$ cat src/design/etsch_pkg.sv
// ----------------------------------------------------------------------------
// etsch_pkg
// Shared types and constants of the extended timer / two channel scheduler.
// ----------------------------------------------------------------------------
package etsch_pkg;

  localparam int TIME_BITS        = 64;
  localparam int WAIT_BITS        = 32;
  localparam int GUARD_BITS       = 8;
  localparam int LOW_COUNTER_BITS = 32;
  localparam int NUM_CHANNELS     = 2;
  localparam int MASK_BITS        = 2;
  localparam int CFG_INDEX_BITS   = 1;
  localparam int CFG_DATA_BITS    = GUARD_BITS;

  localparam logic [GUARD_BITS-1:0] GUARD_RESET = GUARD_BITS'(2);

  typedef enum logic [1:0] {
    FUNC_TICK   = 2'd0,
    FUNC_SCHED  = 2'd1,
    FUNC_CANCEL = 2'd2
  } func_t;

  typedef enum logic [1:0] {
    ST_OK       = 2'd0,
    ST_PAST     = 2'd1,
    ST_DISABLED = 2'd2
  } status_t;

  typedef enum logic [CFG_INDEX_BITS-1:0] {
    CFG_GUARD  = 1'b0,
    CFG_CH2_EN = 1'b1
  } cfg_index_t;

  // per-channel command, already qualified by the pipeline advance
  typedef struct packed {
    logic                  do_tick;
    logic                  do_sched;
    logic                  do_cancel;
    logic                  wrap;
    logic [TIME_BITS-1:0]  target;
    logic [TIME_BITS-1:0]  time_cur;
    logic [TIME_BITS-1:0]  time_next;
    logic [GUARD_BITS-1:0] guard;
  } chan_cmd_t;

  typedef struct packed {
    logic fired;
    logic lost;
    logic past;
    logic armed;
  } chan_stat_t;

endpackage

$ cat src/design/etsch_cmd_if.sv
// ----------------------------------------------------------------------------
// etsch_cmd_if
// Request channel: tick, schedule or cancel words.
// ----------------------------------------------------------------------------
interface etsch_cmd_if;
  logic                                valid;
  logic                                ready;
  logic [1:0]                          func;
  logic                                channel;
  logic [etsch_pkg::TIME_BITS-1:0]     target_time;

  modport source (output valid, func, channel, target_time, input ready);
  modport sink   (input valid, func, channel, target_time, output ready);
endinterface

$ cat src/design/etsch_res_if.sv
// ----------------------------------------------------------------------------
// etsch_res_if
// Result channel: one word per request.
// ----------------------------------------------------------------------------
interface etsch_res_if;
  logic                                valid;
  logic                                ready;
  logic [1:0]                          status;
  logic [etsch_pkg::MASK_BITS-1:0]     fired_mask;
  logic [etsch_pkg::MASK_BITS-1:0]     lost_mask;
  logic [etsch_pkg::TIME_BITS-1:0]     current_time;

  modport source (output valid, status, fired_mask, lost_mask, current_time, input ready);
  modport sink   (input valid, status, fired_mask, lost_mask, current_time, output ready);
endinterface

$ cat src/design/etsch_chan.sv
// ----------------------------------------------------------------------------
// etsch_chan
// One event channel: target, countdown and arm flag with their update logic.
// ----------------------------------------------------------------------------
module etsch_chan (
  input  logic                  clk,
  input  logic                  rst,
  input  etsch_pkg::chan_cmd_t  cmd,
  output etsch_pkg::chan_stat_t stat
);

  logic [etsch_pkg::TIME_BITS-1:0] target, target_next;
  logic [etsch_pkg::WAIT_BITS-1:0] remaining, remaining_next;
  logic                            armed, armed_next;

  logic [etsch_pkg::WAIT_BITS-1:0] dec;
  logic [etsch_pkg::TIME_BITS:0]   back;    // now - target, borrow on top
  logic [etsch_pkg::TIME_BITS:0]   ahead;   // target - now
  logic [etsch_pkg::TIME_BITS:0]   sdiff;   // schedule target - time
  logic                            fired, lost, past;

  always_comb begin
    target_next    = target;
    remaining_next = remaining;
    armed_next     = armed;
    fired          = 1'b0;
    lost           = 1'b0;
    past           = 1'b0;
    dec            = (remaining != '0) ? remaining - 1'b1 : remaining;

    if (cmd.do_tick && armed) begin
      remaining_next = dec;
      if (dec == '0) begin
        fired       = 1'b1;
        armed_next  = 1'b0;
        target_next = '0;
      end
    end

    back  = {1'b0, cmd.time_next} - {1'b0, target_next};
    ahead = {1'b0, target_next} - {1'b0, cmd.time_next};
    sdiff = {1'b0, cmd.target} - {1'b0, cmd.time_cur};

    // low counter wrapped: re-examine a pending target against the new time
    if (cmd.do_tick && cmd.wrap && target_next != '0) begin
      if (!back[etsch_pkg::TIME_BITS]) begin
        if (back[etsch_pkg::TIME_BITS-1:0] <=
            {{(etsch_pkg::TIME_BITS-etsch_pkg::GUARD_BITS){1'b0}}, cmd.guard}) begin
          armed_next     = 1'b1;
          remaining_next = etsch_pkg::WAIT_BITS'(1);
        end else begin
          lost = 1'b1;
        end
      end else if (ahead[etsch_pkg::TIME_BITS-1:etsch_pkg::WAIT_BITS] == '0) begin
        armed_next     = 1'b1;
        remaining_next = ahead[etsch_pkg::WAIT_BITS-1:0];
      end
    end

    if (cmd.do_sched) begin
      target_next = cmd.target;
      if (sdiff[etsch_pkg::TIME_BITS]) begin
        past = 1'b1;
      end else if (sdiff[etsch_pkg::TIME_BITS-1:etsch_pkg::WAIT_BITS] == '0) begin
        armed_next     = 1'b1;
        remaining_next = (sdiff[etsch_pkg::WAIT_BITS-1:0] == '0) ?
                         etsch_pkg::WAIT_BITS'(1) : sdiff[etsch_pkg::WAIT_BITS-1:0];
      end
    end

    if (cmd.do_cancel) begin
      target_next    = '0;
      remaining_next = '0;
      armed_next     = 1'b0;
    end
  end

  always_ff @(posedge clk) begin
    if (rst) begin
      target    <= '0;
      remaining <= '0;
      armed     <= 1'b0;
    end else begin
      target    <= target_next;
      remaining <= remaining_next;
      armed     <= armed_next;
    end
  end

  assign stat.fired = fired;
  assign stat.lost  = lost;
  assign stat.past  = past;
  assign stat.armed = armed;

endmodule

$ cat src/design/extended_timer_two_channel_scheduler_unit.sv
// ----------------------------------------------------------------------------
// extended_timer_two_channel_scheduler_unit
// 64-bit extended timer with two one-shot compare channels.
//
//   channel  dir  words carried
//   cmd      in   func, channel, target_time
//   res      out  status, fired_mask, lost_mask, current_time
//   cfg_*    in   guard_time (index 0), second_channel_enable (index 1)
//
// One word per cycle sustained while results are taken; a request passes the
// request register, then the result register, with all channel and time updates in between.
// A request waits in the request register while the result register is full
// and not taken; the request side stalls only when both are held.
// Synchronous active-high reset clears time, channels and config to defaults.
// ----------------------------------------------------------------------------
module extended_timer_two_channel_scheduler_unit (
  input  logic                                 clk,
  input  logic                                 rst,
  etsch_cmd_if.sink                            cmd,
  etsch_res_if.source                          res,
  input  logic                                 cfg_we,
  input  logic [etsch_pkg::CFG_INDEX_BITS-1:0] cfg_index,
  input  logic [etsch_pkg::CFG_DATA_BITS-1:0]  cfg_data
);

  // configuration
  logic [etsch_pkg::GUARD_BITS-1:0] guard_time;
  logic                             ch2_en;

  always_ff @(posedge clk) begin
    if (rst) begin
      guard_time <= etsch_pkg::GUARD_RESET;
      ch2_en     <= 1'b1;
    end else if (cfg_we) begin
      case (cfg_index)
        etsch_pkg::CFG_GUARD:  guard_time <= cfg_data;
        etsch_pkg::CFG_CH2_EN: ch2_en     <= cfg_data[0];
        default: ;
      endcase
    end
  end

  // request register
  logic                            s1_valid;
  logic [1:0]                      s1_func;
  logic                            s1_channel;
  logic [etsch_pkg::TIME_BITS-1:0] s1_target;
  logic                            advance;

  assign advance   = s1_valid && (!res.valid || res.ready);
  assign cmd.ready = !rst && (!s1_valid || advance);

  always_ff @(posedge clk) begin
    if (rst) begin
      s1_valid <= 1'b0;
    end else if (cmd.ready) begin
      s1_valid <= cmd.valid;
    end
  end

  always_ff @(posedge clk) begin
    if (cmd.valid && cmd.ready) begin
      s1_func    <= cmd.func;
      s1_channel <= cmd.channel;
      s1_target  <= cmd.target_time;
    end
  end

  // time base
  logic [etsch_pkg::TIME_BITS-1:0] time_count, time_count_next;
  logic                            is_tick, is_sched, is_cancel, usable, wrap;

  always_comb begin
    is_tick   = 1'b0;
    is_sched  = 1'b0;
    is_cancel = 1'b0;
    case (s1_func)
      etsch_pkg::FUNC_TICK:   is_tick   = 1'b1;
      etsch_pkg::FUNC_SCHED:  is_sched  = 1'b1;
      etsch_pkg::FUNC_CANCEL: is_cancel = 1'b1;
      default: ;
    endcase
  end

  assign usable = (int'(s1_channel) < etsch_pkg::NUM_CHANNELS) &&
                  !(s1_channel && !ch2_en);
  assign time_count_next = is_tick ? time_count + 1'b1 : time_count;
  assign wrap = (time_count_next[etsch_pkg::LOW_COUNTER_BITS-1:0] == '0);

  always_ff @(posedge clk) begin
    if (rst) begin
      time_count <= '0;
    end else if (advance) begin
      time_count <= time_count_next;
    end
  end

  // channels
  etsch_pkg::chan_cmd_t  ch_cmd  [etsch_pkg::NUM_CHANNELS];
  etsch_pkg::chan_stat_t ch_stat [etsch_pkg::NUM_CHANNELS];

  for (genvar c = 0; c < etsch_pkg::NUM_CHANNELS; c++) begin : g_chan
    logic hit;
    assign hit = advance && usable && (int'(s1_channel) == c);

    always_comb begin
      ch_cmd[c].do_tick   = advance && is_tick;
      ch_cmd[c].do_sched  = hit && is_sched;
      ch_cmd[c].do_cancel = hit && is_cancel;
      ch_cmd[c].wrap      = wrap;
      ch_cmd[c].target    = s1_target;
      ch_cmd[c].time_cur  = time_count;
      ch_cmd[c].time_next = time_count_next;
      ch_cmd[c].guard     = guard_time;
    end

    etsch_chan u_chan (
      .clk  (clk),
      .rst  (rst),
      .cmd  (ch_cmd[c]),
      .stat (ch_stat[c])
    );
  end

  // result assembly
  logic [etsch_pkg::MASK_BITS-1:0] fired, lost;
  logic                            any_past;
  logic [1:0]                      status;

  always_comb begin
    fired    = '0;
    lost     = '0;
    any_past = 1'b0;
    for (int c = 0; c < etsch_pkg::NUM_CHANNELS; c++) begin
      fired[c] = ch_stat[c].fired;
      lost[c]  = ch_stat[c].lost;
      any_past = any_past | ch_stat[c].past;
    end
    if ((is_sched || is_cancel) && !usable) begin
      status = etsch_pkg::ST_DISABLED;
    end else if (is_sched && any_past) begin
      status = etsch_pkg::ST_PAST;
    end else begin
      status = etsch_pkg::ST_OK;
    end
  end

  // result register
  always_ff @(posedge clk) begin
    if (rst) begin
      res.valid <= 1'b0;
    end else if (advance) begin
      res.valid <= 1'b1;
    end else if (res.ready) begin
      res.valid <= 1'b0;
    end
  end

  always_ff @(posedge clk) begin
    if (advance) begin
      res.status       <= status;
      res.fired_mask   <= fired;
      res.lost_mask    <= lost;
      res.current_time <= time_count_next;
    end
  end

  // a channel that fires has its target cleared, so it cannot be lost too
  a_fire_lost_excl: assert property (@(posedge clk) disable iff (rst)
    res.valid |-> ((res.fired_mask & res.lost_mask) == '0))
    else $error("channel both fired and lost");

  // a tick advances the reported time by exactly one
  a_tick_step: assert property (@(posedge clk) disable iff (rst)
    (advance && is_tick) |=> (res.current_time == $past(time_count) + 1'b1))
    else $error("tick did not advance time by one");

  // only ticks report fired or lost channels
  a_mask_tick_only: assert property (@(posedge clk) disable iff (rst)
    (advance && !is_tick) |=> (res.fired_mask == '0 && res.lost_mask == '0))
    else $error("event mask set on non-tick word");

  // channel 0, once fired, is disarmed on the next cycle
  a_fire_disarm: assert property (@(posedge clk) disable iff (rst)
    (advance && ch_stat[0].fired) |=> !ch_stat[0].armed)
    else $error("primary channel still armed after firing");

endmodule

$ cat src/flat_wrapper.sv
// flat-port wrapper written by rule: the top's interface ports become plain ports
module extended_timer_two_channel_scheduler_unit_flat 
  (clk, rst, cfg_we, cfg_index, cfg_data, cmd_valid, cmd_func, cmd_channel, cmd_target_time, cmd_ready, res_valid, res_status, res_fired_mask, res_lost_mask, res_current_time, res_ready);
  etsch_cmd_if cmd_i ();
  etsch_res_if res_i ();
  input  logic clk;
  input  logic rst;
  input  logic cfg_we;
  input  logic [etsch_pkg::CFG_INDEX_BITS-1:0] cfg_index;
  input  logic [etsch_pkg::CFG_DATA_BITS-1:0] cfg_data;
  input wire logic [$bits(cmd_i.valid)-1:0] cmd_valid;
  input wire logic [$bits(cmd_i.func)-1:0] cmd_func;
  input wire logic [$bits(cmd_i.channel)-1:0] cmd_channel;
  input wire logic [$bits(cmd_i.target_time)-1:0] cmd_target_time;
  output wire logic [$bits(cmd_i.ready)-1:0] cmd_ready;
  output wire logic [$bits(res_i.valid)-1:0] res_valid;
  output wire logic [$bits(res_i.status)-1:0] res_status;
  output wire logic [$bits(res_i.fired_mask)-1:0] res_fired_mask;
  output wire logic [$bits(res_i.lost_mask)-1:0] res_lost_mask;
  output wire logic [$bits(res_i.current_time)-1:0] res_current_time;
  input wire logic [$bits(res_i.ready)-1:0] res_ready;
  assign cmd_i.valid = cmd_valid;
  assign cmd_i.func = cmd_func;
  assign cmd_i.channel = cmd_channel;
  assign cmd_i.target_time = cmd_target_time;
  assign cmd_ready = cmd_i.ready;
  assign res_valid = res_i.valid;
  assign res_status = res_i.status;
  assign res_fired_mask = res_i.fired_mask;
  assign res_lost_mask = res_i.lost_mask;
  assign res_current_time = res_i.current_time;
  assign res_i.ready = res_ready;
  extended_timer_two_channel_scheduler_unit u_core (.clk(clk), .rst(rst), .cmd(cmd_i), .res(res_i), .cfg_we(cfg_we), .cfg_index(cfg_index), .cfg_data(cfg_data));
endmodule
$ cat config.mk
export PLATFORM = sky130hd
export DESIGN_NAME = extended_timer_two_channel_scheduler_unit_flat
export DESIGN_NICKNAME = d
export VERILOG_FILES = /design/src/design/etsch_pkg.sv /design/src/design/etsch_cmd_if.sv /design/src/design/etsch_res_if.sv /design/src/design/etsch_chan.sv /design/src/design/extended_timer_two_channel_scheduler_unit.sv /design/src/flat_wrapper.sv
export SDC_FILE = /design/constraint.sdc
export NUM_CORES = 2
export LEC_CHECK = 0
export BUFFER_PORTS_ARGS = -buffer_cell sky130_fd_sc_hd__buf_2
export CORE_ASPECT_RATIO = 1.75
export CORE_MARGIN = 10
export CORE_UTILIZATION = 48
export DETAILED_ROUTE_END_ITERATION = 6
export PLACE_DENSITY = 0.61
export SYNTH_ARGS = -nofsm -noshare
export SYNTH_HDL_FRONTEND = slang
export SYNTH_HIERARCHICAL = 1
export SYNTH_SLANG_ARGS = --single-unit
$ cat constraint.sdc
create_clock -name clk -period 14.08 [get_ports clk]
set_input_delay 3.52 -clock clk [delete_from_list [all_inputs] [get_ports clk]]
set_output_delay 3.52 -clock clk [all_outputs]
set_load 0.03 [all_outputs]
==> impl_metrics.py <==
metrics = {
    "floorplanning": {
        "fp.dieH_um": 445,
        "core_um2": 102000,
        "ios": 153,
        "die_w_um": 263,
        "num_rows": 155,
        "initial_core_util": 0.485,
        "die-area_um2": 117000,
    },
    "pwr": {
        "internal_power_mw": 2.40,
        "ir_drop_mv": 0.0962,
        "p_comb_frac": 0.327,
        "p_sw_frac": 0.391,
        "power.density_nw_per_um2": 74.0,
        "p_switching_mw": 1.54,
        "pwr-share-clk": 0.348,
        "seqPwrFrac": 0.325,
        "p_leak_nw": 23.7,
    },
    "worst_setup_path": {
        "crit_type": "in2reg",
        "cpMaxStageDelayCell": "a2111oi_0",
        "critical_path.startpoint": "res_ready",
        "cp_data_required_time_ns": 14.67,
        "end_kind": "flop",
        "crit_arrival_ns": 14.43,
        "rr_startpoint": "u_core/g_chan[0].u_chan/remaining[5]",
        "cpMostUsedCell": "nand2_1",
        "critPathMaxStageDelay_ns": 1.08,
        "crit_fanout": 33,
        "critPathLaunchType": "input port",
    },
    "timing": {
        "fmax_mhz": 72.3,
        "skew_ns": 0.0269,
        "timing.setup.tns_ns": 0,
        "fin_ws_ns": 0.242,
        "grt_setup_unrepaired": "false",
        "min_period_ns": 13.84,
        "maxSlewViolCount": 3,
        "setup_viol": 0,
        "slew_headroom": -0.0572,
        "hold_viol_final": 0,
        "holdWs_ns": 0.501,
        "worstMarginPinSlew_ns": 1.58,
        "min_period_over_period": 0.983,
    },
    "synthesis": {
        "syn_area_um2": 49600,
        "synth_fp_nets": 7462,
        "synth.avg_cell_area_um2": 7.10,
        "netlist_instances": 6987,
        "yosys_warnings": 6,
    },
    "placed_design": {
        "place_congestion": 1.18,
        "portBuffers": 152,
        "hpwlAfterDp_um": 228000,
        "placed_cell_area_um2": 51600,
        "post-place-ws_ns": 0.178,
        "placed_cells": 8242,
    },
    "cells_and_area": {
        "nNetsFinal": 7431,
        "syn_to_final_growth_pct": 7.43,
        "drive_gt1_frac": 0.0742,
        "finalInstanceArea_um2": 53300,
        "fin_cells": 8334,
    },
    "global_route": {
        "grt_antenna_before_repair": 21,
        "grt_pass1_vias": 56597,
        "grt_start_max_net_pins": 96,
        "grt_pass1_wl_um": 399000,
        "grt_overflow": 0,
        "grt_use_total": 0.460,
    },
    "job": {
        "drv_cap": 2,
    },
    "clock_tree": {
        "cts_inserted_buffers": 45,
        "cts_tree": "yes",
        "post_cts_buffers": 0,
        "cts_buffer_depth": 3,
        "clk_pin_slew_ns": 0.06,
        "clock_sinks": 406,
        "post_cts_resized": 0,
        "ctsHoldBuffers": 0,
        "clkLatencyLatePin_ns": 0.67,
        "h-tree-depth": 2,
        "cts-root-buf": "clkbuf_16",
    },
    "route": {
        "drt_first_pass_iters": 7,
        "drt-initial-drc-count": 8232,
        "detail_route.wl_per_cell_um": 34.1,
        "drc": 1,
        "ant_nets": 0,
        "via_per_inst": 7.05,
        "dr_total_vias": 58747,
        "drt-total-wl_um": 284000,
    },
    "min_path": {
        "worstHoldStart": "u_core/guard_time[2]",
        "hp-class": "reg2reg",
    },
    "status": {
        "violations": "DRC, capacitance limit, slew limit",
        "status": "finished with violations",
    },
}
per-stage QoR:
stage	power (mW)	utilization
2_1_floorplan	2.00	-
3_3_place_gp	2.50	0.505
3_5_place_dp	2.49	0.505
4_1_cts	3.84	0.521
5_1_grt	4.00	0.521
6_report	3.94	0.521
cell usage in the layout (no fill, tap or decap), types with 151 or more instances in the layout:
| cell | n |
|---|---|
| ha_1 | 388 |
| nand3_1 | 184 |
| nand2_1 | 731 |
| o21ai_0 | 357 |
| nor2_1 | 634 |
| nor3_1 | 171 |
| xnor2_1 | 236 |
| inv_1 | 538 |
| buf_2 | 151 |
| a21oi_1 | 761 |
| nand4_1 | 197 |
| xor2_1 | 170 |
| dfxtp_1 | 269 |
| a21o_1 | 244 |
path summary, 6_finish.rpt:
check | to | slack, ns | depth (start not counted)
min reg2reg | u_core/guard_time[2] | 0.50 | 2
max | u_core/g_chan[0].u_chan/remaining[27] | 0.24 | 31
max reg2reg | u_core/g_chan[0].u_chan/remaining[27] | 2.05 | 26
min | u_core/guard_time[2] | 0.50 | 2
critical path: cells and delay by family:
kind                     cells  cell delay, ns
adder cells (fa/ha/maj)      1            0.61
AND/OR/NAND/NOR             18            6.07
buffers and inverters        5            1.00
AO/OA/AOI/OAI                7            3.17
power groups by stage:
stage / clock (mW) / combinational [mW] / sequential (mW)
finish: 1.37 / 1.29 / 1.28
global route: 1.41 / 1.31 / 1.28
CTS: 1.37 / 1.20 / 1.28
detailed placement: 0 / 1.19 / 1.30
global placement: 0 / 1.19 / 1.30
floorplan: 0 / 0.706 / 1.30
sequential cells by signal (all words and copies together), names as in the netlist, named ones only:
| register | flops |
|---|---|
| u_core/res.status | 2 |
| u_core/ch2_en | 1 |
| u_core/s1_channel | 1 |
| u_core/time_count | 64 |
| u_core/g_chan.u_chan/armed | 2 |
| u_core/res.valid | 1 |
| u_core/res.fired_mask | 2 |
| u_core/res.lost_mask | 2 |
| u_core/s1_func | 2 |
| u_core/g_chan.u_chan/target | 124 |
| u_core/s1_valid | 1 |
| u_core/guard_time | 8 |
| u_core/res.current_time | 64 |
| u_core/s1_target | 64 |
| u_core/g_chan.u_chan/remaining | 64 |
metal layers:
metal	global-route usage	vias to the layer above	wire length, um
li1	-	25316	-
met3	0.105	1541	26600
met4	0.479	6	35900
met2	0.763	4239	130000
met1	0.460	27645	91000
met5	0.000409	-	88
area by class of cell:
| type | count | area (um^2) |
|---|---|---|
| Antenna cell | 8 | 20.0 |
| Clock buffer | 58 | 1290 |
| Clock inverter | 25 | 354 |
| Fill cell | 10268 | 48900 |
| Inverter | 541 | 2030 |
| Multi-Input combinational cell | 5685 | 36700 |
| Sequential cell | 406 | 9500 |
| Tap cell | 1334 | 1670 |
| Timing Repair Buffer | 277 | 1720 |
Power figures use the tool's default switching activity.
